## src/rtl/core/qdcm_pkg.sv

```systemverilog
// shared types and constants for the queue delay congestion monitor
`timescale 1ns / 1ps
package qdcm_pkg;
    localparam int CFG_IDX_BITS = 2;
    localparam int FRAC_BITS    = 12;
    localparam logic [CFG_IDX_BITS-1:0] CFG_BUFFER_SIZE = 2'd0;
    localparam logic [CFG_IDX_BITS-1:0] CFG_WINDOW_SIZE = 2'd1;
    localparam logic [CFG_IDX_BITS-1:0] CFG_FIX_PERCENT = 2'd2;
    localparam logic [CFG_IDX_BITS-1:0] CFG_ERR_PERCENT = 2'd3;
    localparam logic CMD_ARRIVAL   = 1'b0;
    localparam logic CMD_DEPARTURE = 1'b1;
endpackage

```

## src/rtl/core/queue_delay_congestion_monitor.sv

```systemverilog
// top level of the queue delay congestion monitor
`timescale 1ns / 1ps
// Receiver-side congestion monitor. One item is handled at a time. A departure
// or a dropped arrival goes straight from the input state to the output state. An
// admitted arrival reads the oldest delay from the window memory, then runs a
// deviation quotient (only when the deviation alert fires) and the window
// average through one shared bit-serial divider. A finished result waits in its
// own output register, so a stalled receiver holds back the input only once the
// next item is done as well. The delay window lives in a synchronous memory; its
// entries reset to zero through per-entry valid bits, so no clearing pass is
// needed.
module queue_delay_congestion_monitor #(
    parameter int WINDOW_MAX = 16,
    parameter int TIME_BITS  = 32
) (
    input  logic                          aclk,
    input  logic                          aresetn,
    input  logic                          cfg_valid,
    output logic                          cfg_ready,
    input  logic [qdcm_pkg::CFG_IDX_BITS-1:0] cfg_index,
    input  logic [11:0]                   cfg_data,
    input  logic                          s_valid,
    output logic                          s_ready,
    input  logic                          s_command,
    input  logic [TIME_BITS-1:0]          s_arrival_time,
    input  logic [TIME_BITS-1:0]          s_sent_time,
    output logic                          m_valid,
    input  logic                          m_ready,
    output logic                          m_dropped,
    output logic                          m_alert_valid,
    output logic signed [15:0]            m_alert_value,
    output logic [10:0]                   m_occupancy
);
    import qdcm_pkg::*;

    localparam int PTR_BITS  = (WINDOW_MAX > 1) ? $clog2(WINDOW_MAX) : 1;
    localparam int FILL_BITS = $clog2(WINDOW_MAX + 1);
    localparam int SUM_BITS  = TIME_BITS + FILL_BITS;
    localparam int PROD_BITS = TIME_BITS + FRAC_BITS + 1;
    localparam int NUM_BITS  = (SUM_BITS > TIME_BITS + FRAC_BITS) ? SUM_BITS
                                                                  : TIME_BITS + FRAC_BITS;
    localparam int DEN_BITS  = TIME_BITS;

    typedef enum logic [2:0] {
        ST_IDLE, ST_READ, ST_PUSH, ST_DEV, ST_DEV_WAIT, ST_AVG, ST_AVG_WAIT, ST_OUT
    } state_t;

    // configuration registers
    logic [9:0]  buffer_size_reg;
    logic [4:0]  window_size_reg;
    logic [11:0] fix_percent_reg;
    logic [11:0] err_percent_reg;

    // state
    state_t                 state_reg;
    logic [10:0]            count_reg;
    logic [PTR_BITS-1:0]    head_reg;
    logic [FILL_BITS-1:0]   fill_reg;
    logic [SUM_BITS-1:0]    total_reg;
    logic [TIME_BITS-1:0]   avg_reg;
    logic [TIME_BITS-1:0]   prev_reg;
    logic [WINDOW_MAX-1:0]  wvalid_reg;
    logic [TIME_BITS-1:0]   ring_mem [WINDOW_MAX];
    logic [TIME_BITS-1:0]   ring_rd_reg;
    logic                   rd_valid_reg;

    // item registers
    logic [TIME_BITS-1:0]   now_reg;
    logic [TIME_BITS-1:0]   delay_reg;
    logic [TIME_BITS-1:0]   old_avg_reg;
    logic                   pending_reg;

    // result being built
    logic                   res_dropped_reg;
    logic                   res_alert_reg;
    logic [15:0]            res_value_reg;
    logic [10:0]            res_count_reg;

    // result registers
    logic                   out_valid_reg;
    logic                   out_dropped_reg;
    logic                   out_alert_reg;
    logic [15:0]            out_value_reg;
    logic [10:0]            out_count_reg;
    logic                   out_free;

    // divider
    logic                   div_start;
    logic [NUM_BITS-1:0]    div_numer;
    logic [DEN_BITS-1:0]    div_denom;
    logic                   div_done;
    logic [NUM_BITS-1:0]    div_quot;

    qdcm_divider #(.NUM_BITS(NUM_BITS), .DEN_BITS(DEN_BITS)) u_div (
        .aclk(aclk), .aresetn(aresetn), .start(div_start), .numer(div_numer),
        .denom(div_denom), .done(div_done), .quot(div_quot)
    );

    // effective window
    logic [FILL_BITS:0] eff_win;
    always_comb begin
        if (window_size_reg == 5'd0) eff_win = (FILL_BITS+1)'(1);
        else if (32'(window_size_reg) > WINDOW_MAX) eff_win = (FILL_BITS+1)'(WINDOW_MAX);
        else eff_win = (FILL_BITS+1)'(window_size_reg);
    end

    logic                 evict;
    logic [PTR_BITS-1:0]  oldest_idx;
    logic [PTR_BITS-1:0]  head_next;
    logic [TIME_BITS-1:0] oldest_val;
    always_comb begin
        evict = ({1'b0, fill_reg} >= eff_win) && (fill_reg != '0);
        if (32'(head_reg) >= 32'(fill_reg)) begin
            oldest_idx = PTR_BITS'(32'(head_reg) - 32'(fill_reg));
        end else begin
            oldest_idx = PTR_BITS'(32'(head_reg) + WINDOW_MAX - 32'(fill_reg));
        end
        head_next  = (32'(head_reg) == WINDOW_MAX - 1) ? '0 : head_reg + 1'b1;
        oldest_val = rd_valid_reg ? ring_rd_reg : '0;
    end

    // deviation, slow-arrival and occupancy quantities from the stored delay, previous average and count
    logic [TIME_BITS-1:0] dev_abs;
    logic [PROD_BITS-1:0] dev_scaled;
    logic [PROD_BITS-1:0] err_scaled;
    logic                 dev_ok;
    logic                 dev_alert;
    logic [TIME_BITS+FRAC_BITS+1:0] slow_lhs;
    logic [TIME_BITS+FRAC_BITS+1:0] slow_rhs;
    logic                 slow_alert;
    logic [11:0]          dbl_count;
    logic [12:0]          quad_count;
    logic [11:0]          triple_buf;
    logic                 occ_half;
    logic                 occ_high;
    always_comb begin
        dev_abs    = (delay_reg > old_avg_reg) ? delay_reg - old_avg_reg
                                               : old_avg_reg - delay_reg;
        dev_scaled = {1'b0, dev_abs, {FRAC_BITS{1'b0}}};
        err_scaled = PROD_BITS'(err_percent_reg) * PROD_BITS'(old_avg_reg);
        dev_ok     = (delay_reg != '0) && (old_avg_reg != '0);
        dev_alert  = dev_scaled > err_scaled;
        slow_lhs   = {2'b0, prev_reg, {FRAC_BITS{1'b0}}}
                   + (TIME_BITS+FRAC_BITS+2)'(delay_reg) * (TIME_BITS+FRAC_BITS+2)'(err_percent_reg);
        slow_rhs   = {2'b0, now_reg, {FRAC_BITS{1'b0}}};
        slow_alert = slow_lhs <= slow_rhs;
        dbl_count  = {count_reg, 1'b0};
        quad_count = {count_reg, 2'b0};
        triple_buf = 12'(buffer_size_reg) + {1'b0, buffer_size_reg, 1'b0};
        occ_half   = dbl_count >= 12'(buffer_size_reg);
        occ_high   = quad_count >= 13'(triple_buf);
    end

    always_comb begin
        div_start = 1'b0;
        div_numer = NUM_BITS'({dev_abs, {FRAC_BITS{1'b0}}});
        div_denom = old_avg_reg;
        if (state_reg == ST_DEV) begin
            div_start = dev_alert;
        end else if (state_reg == ST_AVG) begin
            div_start = (fill_reg != '0);
            div_numer = NUM_BITS'(total_reg);
            div_denom = DEN_BITS'(fill_reg);
        end
    end

    assign cfg_ready = 1'b1;
    assign s_ready   = (state_reg == ST_IDLE);
    assign out_free  = !out_valid_reg || m_ready;

    // configuration writes
    always_ff @(posedge aclk) begin
        if (!aresetn) begin
            buffer_size_reg <= 10'd200;
            window_size_reg <= 5'd16;
            fix_percent_reg <= 12'd410;
            err_percent_reg <= 12'd205;
        end else if (cfg_valid) begin
            case (cfg_index)
                CFG_BUFFER_SIZE: buffer_size_reg <= cfg_data[9:0];
                CFG_WINDOW_SIZE: window_size_reg <= cfg_data[4:0];
                CFG_FIX_PERCENT: fix_percent_reg <= cfg_data;
                CFG_ERR_PERCENT: err_percent_reg <= cfg_data;
                default: ;
            endcase
        end
    end

    // window memory, synchronous read
    always_ff @(posedge aclk) begin
        if (state_reg == ST_READ) ring_rd_reg <= ring_mem[oldest_idx];
        if (state_reg == ST_PUSH) ring_mem[head_reg] <= delay_reg;
    end

    // sequencer
    always_ff @(posedge aclk) begin
        if (!aresetn) begin
            state_reg     <= ST_IDLE;
            count_reg     <= '0;
            head_reg      <= '0;
            fill_reg      <= '0;
            total_reg     <= '0;
            avg_reg       <= '0;
            prev_reg      <= '0;
            wvalid_reg    <= '0;
            rd_valid_reg  <= 1'b0;
            pending_reg   <= 1'b0;
        end else begin
            case (state_reg)
                ST_IDLE: begin
                    if (s_valid && s_ready) begin
                        now_reg         <= s_arrival_time;
                        delay_reg       <= s_arrival_time - s_sent_time;
                        old_avg_reg     <= avg_reg;
                        res_alert_reg   <= 1'b0;
                        res_value_reg   <= '0;
                        if (s_command == CMD_DEPARTURE) begin
                            if (count_reg != '0) count_reg <= count_reg - 1'b1;
                            res_dropped_reg <= 1'b0;
                            res_count_reg   <= (count_reg != '0) ? count_reg - 1'b1 : count_reg;
                            state_reg       <= ST_OUT;
                        end else if (count_reg > 11'(buffer_size_reg)) begin
                            res_dropped_reg <= 1'b1;
                            res_count_reg   <= count_reg;
                            state_reg       <= ST_OUT;
                        end else begin
                            res_dropped_reg <= 1'b0;
                            count_reg       <= count_reg + 1'b1;
                            state_reg       <= ST_READ;
                        end
                    end
                end
                ST_READ: begin
                    rd_valid_reg <= wvalid_reg[oldest_idx];
                    state_reg    <= ST_PUSH;
                end
                ST_PUSH: begin
                    // drop the oldest if full, add the new delay
                    if (evict) begin
                        total_reg <= total_reg - SUM_BITS'(oldest_val) + SUM_BITS'(delay_reg);
                    end else begin
                        total_reg <= total_reg + SUM_BITS'(delay_reg);
                        fill_reg  <= fill_reg + 1'b1;
                    end
                    wvalid_reg[head_reg] <= 1'b1;
                    head_reg      <= head_next;
                    res_count_reg <= count_reg;
                    state_reg     <= ST_DEV;
                end
                ST_DEV: begin
                    if (occ_half) begin
                        res_alert_reg <= 1'b1;
                        res_value_reg <= occ_high ? {3'b0, fix_percent_reg, 1'b0}
                                                  : {4'b0, fix_percent_reg};
                        pending_reg   <= 1'b0;
                        state_reg     <= ST_AVG;
                    end else if (dev_ok && dev_alert) begin
                        res_alert_reg <= 1'b1;
                        pending_reg   <= 1'b1;
                        state_reg     <= ST_DEV_WAIT;
                    end else begin
                        pending_reg <= 1'b0;
                        state_reg   <= ST_AVG;
                        if (dev_ok && prev_reg != '0 && slow_alert) begin
                            res_alert_reg <= 1'b1;
                            res_value_reg <= 16'd0 - {4'b0, fix_percent_reg};
                        end
                    end
                end
                ST_DEV_WAIT: begin
                    if (div_done) begin
                        res_value_reg <= (div_quot > NUM_BITS'(32767)) ? 16'h7FFF
                                                                      : div_quot[15:0];
                        state_reg <= ST_AVG;
                    end
                end
                ST_AVG: begin
                    prev_reg <= now_reg;
                    if (fill_reg == '0) begin
                        avg_reg   <= '0;
                        state_reg <= ST_OUT;
                    end else begin
                        state_reg <= ST_AVG_WAIT;
                    end
                end
                ST_AVG_WAIT: begin
                    if (div_done) begin
                        avg_reg   <= div_quot[TIME_BITS-1:0];
                        state_reg <= ST_OUT;
                    end
                end
                ST_OUT: begin
                    if (out_free) state_reg <= ST_IDLE;
                end
                default: state_reg <= ST_IDLE;
            endcase
        end
    end

    // output register, loaded once the previous result has left
    always_ff @(posedge aclk) begin
        if (!aresetn) begin
            out_valid_reg <= 1'b0;
        end else if (state_reg == ST_OUT && out_free) begin
            out_valid_reg   <= 1'b1;
            out_dropped_reg <= res_dropped_reg;
            out_alert_reg   <= res_alert_reg;
            out_value_reg   <= res_value_reg;
            out_count_reg   <= res_count_reg;
        end else if (m_ready) begin
            out_valid_reg <= 1'b0;
        end
    end

    assign m_valid       = out_valid_reg;
    assign m_dropped     = out_dropped_reg;
    assign m_alert_valid = out_alert_reg;
    assign m_alert_value = out_value_reg;
    assign m_occupancy   = out_count_reg;

    // checks
    a_fill_bound: assert property (@(posedge aclk) disable iff (!aresetn)
        32'(fill_reg) <= WINDOW_MAX) else $error("window fill above capacity");
    a_no_accept_busy: assert property (@(posedge aclk) disable iff (!aresetn)
        (state_reg != ST_IDLE) |-> !s_ready) else $error("input taken while busy");
    a_drop_no_alert: assert property (@(posedge aclk) disable iff (!aresetn)
        (out_valid_reg && out_dropped_reg) |-> !out_alert_reg)
        else $error("alert on dropped arrival");
    a_pending_div: assert property (@(posedge aclk) disable iff (!aresetn)
        (state_reg == ST_DEV_WAIT) |-> pending_reg) else $error("divider wait without start");
endmodule

```

## src/rtl/core/qdcm_divider.sv

```systemverilog
// restoring divider, one quotient bit per cycle
`timescale 1ns / 1ps
module qdcm_divider #(
    parameter int NUM_BITS = 48,
    parameter int DEN_BITS = 36
) (
    input  logic                aclk,
    input  logic                aresetn,
    input  logic                start,
    input  logic [NUM_BITS-1:0] numer,
    input  logic [DEN_BITS-1:0] denom,
    output logic                done,
    output logic [NUM_BITS-1:0] quot
);
    localparam int CNT_BITS = $clog2(NUM_BITS + 1);

    logic [NUM_BITS-1:0] quot_reg;
    logic [DEN_BITS:0]   rem_reg;
    logic [DEN_BITS-1:0] den_reg;
    logic [CNT_BITS-1:0] cnt_reg;
    logic                busy_reg;
    logic                done_reg;
    logic [DEN_BITS:0]   trial;
    logic [DEN_BITS:0]   shifted;

    // shift in next numerator bit and trial subtract
    always_comb begin
        shifted = {rem_reg[DEN_BITS-1:0], quot_reg[NUM_BITS-1]};
        trial   = shifted - {1'b0, den_reg};
    end

    always_ff @(posedge aclk) begin
        if (!aresetn) begin
            busy_reg <= 1'b0;
            done_reg <= 1'b0;
            cnt_reg  <= '0;
        end else begin
            done_reg <= busy_reg && !start && (cnt_reg == CNT_BITS'(1));
            if (start) begin
                busy_reg <= 1'b1;
                cnt_reg  <= CNT_BITS'(NUM_BITS);
                quot_reg <= numer;
                rem_reg  <= '0;
                den_reg  <= denom;
            end else if (busy_reg) begin
                if (!trial[DEN_BITS]) begin
                    rem_reg  <= trial;
                    quot_reg <= {quot_reg[NUM_BITS-2:0], 1'b1};
                end else begin
                    rem_reg  <= shifted;
                    quot_reg <= {quot_reg[NUM_BITS-2:0], 1'b0};
                end
                cnt_reg <= cnt_reg - 1'b1;
                if (cnt_reg == CNT_BITS'(1)) begin
                    busy_reg <= 1'b0;
                end
            end
        end
    end

    assign done = done_reg;
    assign quot = quot_reg;
endmodule

```

## config.mk

```make
export PLATFORM = sky130hd
export DESIGN_NAME = queue_delay_congestion_monitor
export DESIGN_NICKNAME = d
export VERILOG_FILES = /design/src/rtl/core/qdcm_pkg.sv /design/src/rtl/core/queue_delay_congestion_monitor.sv /design/src/rtl/core/qdcm_divider.sv
export SDC_FILE = /design/constraint.sdc
export NUM_CORES = 2
export LEC_CHECK = 0
export BUFFER_PORTS_ARGS = -buffer_cell sky130_fd_sc_hd__buf_2
export CAP_MARGIN = 15
export CORE_MARGIN = 2
export CORE_UTILIZATION = 53
export DETAILED_ROUTE_END_ITERATION = 8
export HOLD_SLACK_MARGIN = 0.06
export PLACE_DENSITY = 0.73
export SYNTH_ARGS = -nofsm -noshare
export SYNTH_HDL_FRONTEND = slang
export SYNTH_SLANG_ARGS = --single-unit
```

## constraint.sdc

```tcl
create_clock -name aclk -period 21.4 [get_ports aclk]
set_input_delay 4.28 -clock aclk [delete_from_list [all_inputs] [get_ports aclk]]
set_output_delay 4.28 -clock aclk [all_outputs]
set_load 0.01 [all_outputs]
```

After elaboration in Yosys (flattened, before gate mapping)
Memories as Yosys holds them, arrays and structs flattened. A register that Yosys moved wholly into a read port is not among the register bits.
Cells that the tools add are included.

storage, ports and cells
  input bits = 84
  bits in read-only memories = 0
  flip-flop bits (word level) = 451
  output and inout bits = 32
  word-level logic and storage cells = 200
  memories = 1
  bits in writable memories = 512
  latch bits = 0

cells by class
  $add $sub $neg = 18
  shifts and indexed selects = 0
  $mul = 2
  reductions and logical operators = 44
  bitwise logic cells = 3
  multiplexer cells = 65
  order comparisons = 13
  eq/ne operators = 22
  div/mod/pow operators = 0

memory list
  name      words  width  rd ports  clocked after Yosys merged registers in  write ports  line                                  RTL
  ring_mem  16     32     1         1                                        1            queue_delay_congestion_monitor.sv:63  logic [TIME_BITS-1:0] ring_mem [WINDOW_MAX];

operators with widths
  kind                  count
  $mux 32               8
  $mux 44               4
  $mux 16               6
  $reduce_bool 32->1    3
  $sub 32x32->32        3
  $add 37x32->37        2
  $mux 11               6
  $pmux 32 s2           1
  $pmux 16 s3           1
  $add 44x44->45        1
  $le 45x44->1          1
  $gt 44x15->1 const B  1
  $gt 44x44->1          1
  $mul 12x32->44        1
  $mul 32x12->44        1
  $mux 37               1
  $sub 37x32->37        1
  $sub 33x32->33        1
  $gt 32x32->1          1
  $pmux 3 s8            1
  $pmux 11 s2           1
  $mux 1                20
  $mux 3                6
  $mux 6                3
  other kinds (52)      92

Depth between registers and ports, before layout
  word-level depth = 8
  gate-level depth with buffers = 39
  mapped depth without buffers = 35

Cells and area by module
A second synthesis with hierarchy kept.

unflattened totals
  cells, all modules = 7472
  area, all modules = 77340.4 µm²

modules (own cells, without submodules)
  module                          seq. area each (µm²)  cells each  area each (µm²)  instances
  queue_delay_congestion_monitor  24583.6               6879        70811.7          1
  qdcm_divider                    3403.3                593         6528.8           1

Least setup slack after synthesis
Ideal clock, no wire load.

  path type = reg-to-reg
  from = register err_percent_reg[3]
  to = register u_div.quot_reg[0] (netlist: u_div.quot[0]) (enable)
  setup time = 0.535 ns
  required time = 20.865 ns
  setup slack = 9.173 ns
  clock period less this slack = 12.227 ns
  data arrival time = 11.692 ns
  cell stages (with the launch flop) = 36
  path buffers = 4
  cell sequence = dfxtp_1 clkbuf_1 clkbuf_1 nand2_1 fa_1 inv_1 fa_1 fa_1 fa_1 inv_1 fa_1 inv_1 ha_1 o211ai_1 a21oi_1 o41ai_2 o22ai_1 o21ai_1 o21ai_1 o21ai_1 a31oi_1 a221o_1 a31oi_1 xor2_1 ha_1 nand4_1 or3_1 or3_1 nor3_1 a211oi_1 a21oi_1 and2_1 a21oi_1 buf_2 buf_2 a21oi_1

on the way
  word-level cells in the longest chain between the ends = 5

RTL lines
  item                         line                                   RTL
  start: declaration           queue_delay_congestion_monitor.sv:52   logic [11:0] err_percent_reg;
  start signal: assignment     queue_delay_congestion_monitor.sv:183  CFG_ERR_PERCENT: err_percent_reg <= cfg_data;
  $mul 12x32->44               queue_delay_congestion_monitor.sv:140  err_scaled = PROD_BITS'(err_percent_reg) * PROD_BITS'(old_avg_reg);
  $gt 44x44->1                 queue_delay_congestion_monitor.sv:142  dev_alert = dev_scaled > err_scaled;
  $mux 1                       queue_delay_congestion_monitor.sv:158  if (state_reg == ST_DEV) begin
  $reduce_bool 2->1 (no line)  --
  $reduce_and 2->1 (no line)   --
  end signal: assignment       qdcm_divider.sv:42                     quot_reg <= numer;
  end signal: assignment       qdcm_divider.sv:48                     quot_reg <= {quot_reg[NUM_BITS-2:0], 1'b1};
  end signal: assignment       qdcm_divider.sv:51                     quot_reg <= {quot_reg[NUM_BITS-2:0], 1'b0};
  end: declaration             qdcm_divider.sv:17                     logic [NUM_BITS-1:0] quot_reg;

No other way between the ends.
A chain may end at the register's enable or synchronous reset.

Final worst setup path
  from = register err_percent_reg[3]
  to = register u_div.rem_reg[4] (enable)

on the way
  word-level cells in the longest chain between the ends = 5

RTL lines
  item                         line                                   RTL
  $mul 12x32->44               queue_delay_congestion_monitor.sv:140
  $gt 44x44->1                 queue_delay_congestion_monitor.sv:142
  $mux 1                       queue_delay_congestion_monitor.sv:158
  $reduce_bool 2->1 (no line)  --
  $reduce_and 2->1 (no line)   --
  end signal: assignment       qdcm_divider.sv:47                     rem_reg <= trial;
  end signal: assignment       qdcm_divider.sv:50                     rem_reg <= shifted;
  end: declaration             qdcm_divider.sv:18                     logic [DEN_BITS:0] rem_reg;

No other way between the ends.

==> qor.csv <==
stage,metric,value,unit
timing,finalSetupViolations,0,
pwr,irDropWorstVdd,0.0002099,V
yosys,synthCells,7356,
timing,timing.final.max_slew_violations,0,
finish,final_net_count,8601,
yosys,synth_edf_count,806,
worst_setup_path,timing.critical_path.from_type,register,
yosys,synth-adder-area-share,0.2545,
finish,antenna_cells_inserted,0,
yosys,count_of_state_elements_after_synthesis,995,
pwr,power.leakage,35.54,nW
worst_setup_path,timing.critical_path.arrival,11.24,ns
yosys,synth_top_flop_cell,sky130_fd_sc_hd__edfxtp_1,
yosys,yosys.area_share.xor_xnor,0.02595,
timing,final.setup.tns,0,ns
finish,most-common-layout-cells,"sky130_fd_sc_hd__inv_1, sky130_fd_sc_hd__nand2_1, sky130_fd_sc_hd__edfxtp_1",
cts,clock_tree.htree_level_count,3,
floorplan,die_area,148300,um^2
yosys,synthDistinctLibCells,94,
yosys,mean_syn_cell_area,10.47,um^2
pwr,powerDensity,159.3,nW/um^2
cts,clock_buffers_created_by_tritoncts,100,
drt,wl_final,219800,um
worst_setup_path,cp_slowest_cell,sky130_fd_sc_hd__buf_4,
yosys,ys.warnings.count,0,
cts,cts.path.max_buffers,3,
place,gp_congestion,0.9885,
yosys,ys_async_sr_fraction,0,
yosys,synth_top_family_by_area,adder cells,
outcome,run_status,completed,
cts,postCtsSetupBuffers,0,
drt,detail_route.vias_per_cell,5.995,
global_route,antenna_found_initial,6,
timing,period_share,0.5092,
finish,final_design_area_no_fill,83220,um^2
finish,largest_register_ff_count,512,
place,detailed_place_hpwl,156900,um
worst_setup_path,worst_path_largest_cell_delay,0.82,ns
drt,route.detailed.wl_per_inst,23.53,um
timing,layout_min_cycle_time,10.90,ns
floorplan,core.rowCount,139,
worst_setup_path,cp.required,21.74,ns
yosys,synth_compound_area_frac,0.1093,
drt,drt_iter0_drc,5234,
floorplan,starting_utilization_of_the_core_area,0.5353,
floorplan,floorplan.core_area,143800,um^2
timing,achievable-frequency,91.76,MHz
cts,ctsRootBufferMaster,sky130_fd_sc_hd__clkbuf_16,
worst_hold_path,worst_hold_path_type,reg -> reg,
finish,final.fill_count,11800,
worst_setup_path,critical_path_peak_fanout,76,
cts,cts.clk_slew.worst_paths,0.07,ns
finish,layout-drive-gt1-share,0.08334,
yosys,synth_simple_gate_area_frac,0.1307,
timing,tightest_slew,1.176,ns
timing,fin_skew,0.1012,ns
cts,insertion_delay,0.76,ns
global_route,grt_first_pass_wirelength,336100,um
place,place.port_buffers,114,
timing,grt_setup_unrepaired,false,
yosys,yosysSeqAreaShare,0.3635,
timing,worst_slew_margin_rel,0.2107,
worst_setup_path,worstSetupEndpointType,register,
drt,routed-via-count,56010,
global_route,grt_start_max_net_pins,97,
finish,final_core_util,0.5786,
flow_run,drv_cap,0,
floorplan,ios,116,
cts,cts_tree,built,
finish,area_delta_synth_final,8.083,%
global_route,first_global_vias,56200,
global_route,grt_util_all_layers,0.2991,
yosys,synth_cell_area,77000,um^2
drt,detail_route.drc_violations,0,
drt,antenna_violating_nets_post_route,0,
cts,cts_sinks,995,
worst_setup_path,criticalPathCategory,reg -> reg,
pwr,report.power.total,13.26,mW
finish,final_common_cell,sky130_fd_sc_hd__inv_1,
worst_setup_path,critical_path.most_common_cell,sky130_fd_sc_hd__fa_1,
yosys,postSynthNetCount,8603,
cts,cts_resized,0,
place,dpl_cell_area,79750,um^2
yosys,synthMuxAreaShare,0.04712,
drt,drt_pass1_iterations,6,
floorplan,die_height,385.2,um
global_route,grt_remaining_overflow,0,
cts,cts_hold_buf,0,
floorplan,die_width,385.2,um
timing,final_hold_viol_count,0,
## critical path, delay by kind of cell, from the launching register on
kind	cells	cell delay [ns]
adders and majority gates	7	3.16
DFF	1	0.65
xor gates and xnor gates	1	0.09
buffers and inverters	6	1.70
AOI/OAI and AO/OA	13	3.09
and+or+nand+nor	6	1.73
## layout make-up
| class | count | area (um^2) | area share |
|---|---|---|---|
| sequential | 995 | 28000 | 0.3365 |
| clock inverter | 62 | 765.7 | 0.009201 |
| clock buffer | 125 | 2679 | 0.03219 |
| inverter | 1052 | 3949 | 0.04745 |
| timing repair buffer | 236 | 1496 | 0.01798 |
| tap | 1903 | 2381 | 0.02861 |
| multi-input combinational | 4969 | 43950 | 0.5281 |
## cells by family after synthesis
group                    after synthesis
multiplexers                         197
AO/OA/AOI/OAI                       1269
buffers and inverters               1392
AND/OR/NAND/NOR                     2113
adder cells (fa/ha/maj)             1163
XOR/XNOR                             226
flip-flops                           995
other                                  1
## path summary, 6_finish.rpt
kind / from / to / slack [ns] / cells past startpoint
max: err_percent_reg[3] / u_div.rem_reg[4] / 10.50 / 33
max reg2reg: err_percent_reg[3] / u_div.rem_reg[4] / 10.50 / 33
min reg2reg: res_count_reg[5] / m_occupancy[5] / 0.37 / 0
min: res_count_reg[5] / m_occupancy[5] / 0.37 / 0
## metal layers
metal,up-vias,share of wire,track usage
met5,-,0.00015,0
met1,27880,0.41,0.4087
li1,24930,-,-
met4,6,0.050,0.1325
met2,2726,0.45,0.4665
met3,468,0.093,0.05663
## synthesized netlist by cell type (89+ instances only)
cell type                  instances  area (um^2)
sky130_fd_sc_hd__o21ai_0         207         1036
sky130_fd_sc_hd__nand2_1         930         3491
sky130_fd_sc_hd__nand3_1          89        445.4
sky130_fd_sc_hd__and2_1          364         2277
sky130_fd_sc_hd__a21oi_1         313         1567
sky130_fd_sc_hd__edfxtp_1        806        24200
sky130_fd_sc_hd__dfxtp_1         189         3784
sky130_fd_sc_hd__mux4_2          132         2973
sky130_fd_sc_hd__a21o_1          167         1254
sky130_fd_sc_hd__clkbuf_1        284         1066
sky130_fd_sc_hd__inv_1          1051         3945
sky130_fd_sc_hd__fa_1            672        13450
sky130_fd_sc_hd__ha_1            491         6143
sky130_fd_sc_hd__xnor2_1         146         1279
sky130_fd_sc_hd__nor2_1          287         1077
## stage by stage
stage | worst slack [ns] | instances | hold slack, ns
2_1_floorplan | 9.173 | 7356 | 0.4003
3_3_place_gp | 10.78 | 9153 | 0.4009
3_5_place_dp | 10.59 | 9153 | 0.4045
4_1_cts | 10.57 | 9340 | 0.3771
5_1_grt | 9.924 | 9342 | 0.4076
6_report | 10.50 | 9342 | 0.3744
## power breakdown
part	leakage, nW	total (mW)	switching [mW]	internal, mW
registers	8.84	2.52	0.161	2.36
logic	25.0	8.90	5.19	3.72
clock network	1.67	1.84	0.792	1.04
total	35.5	13.3	6.14	7.12
(Power assumes the default switching activity.)
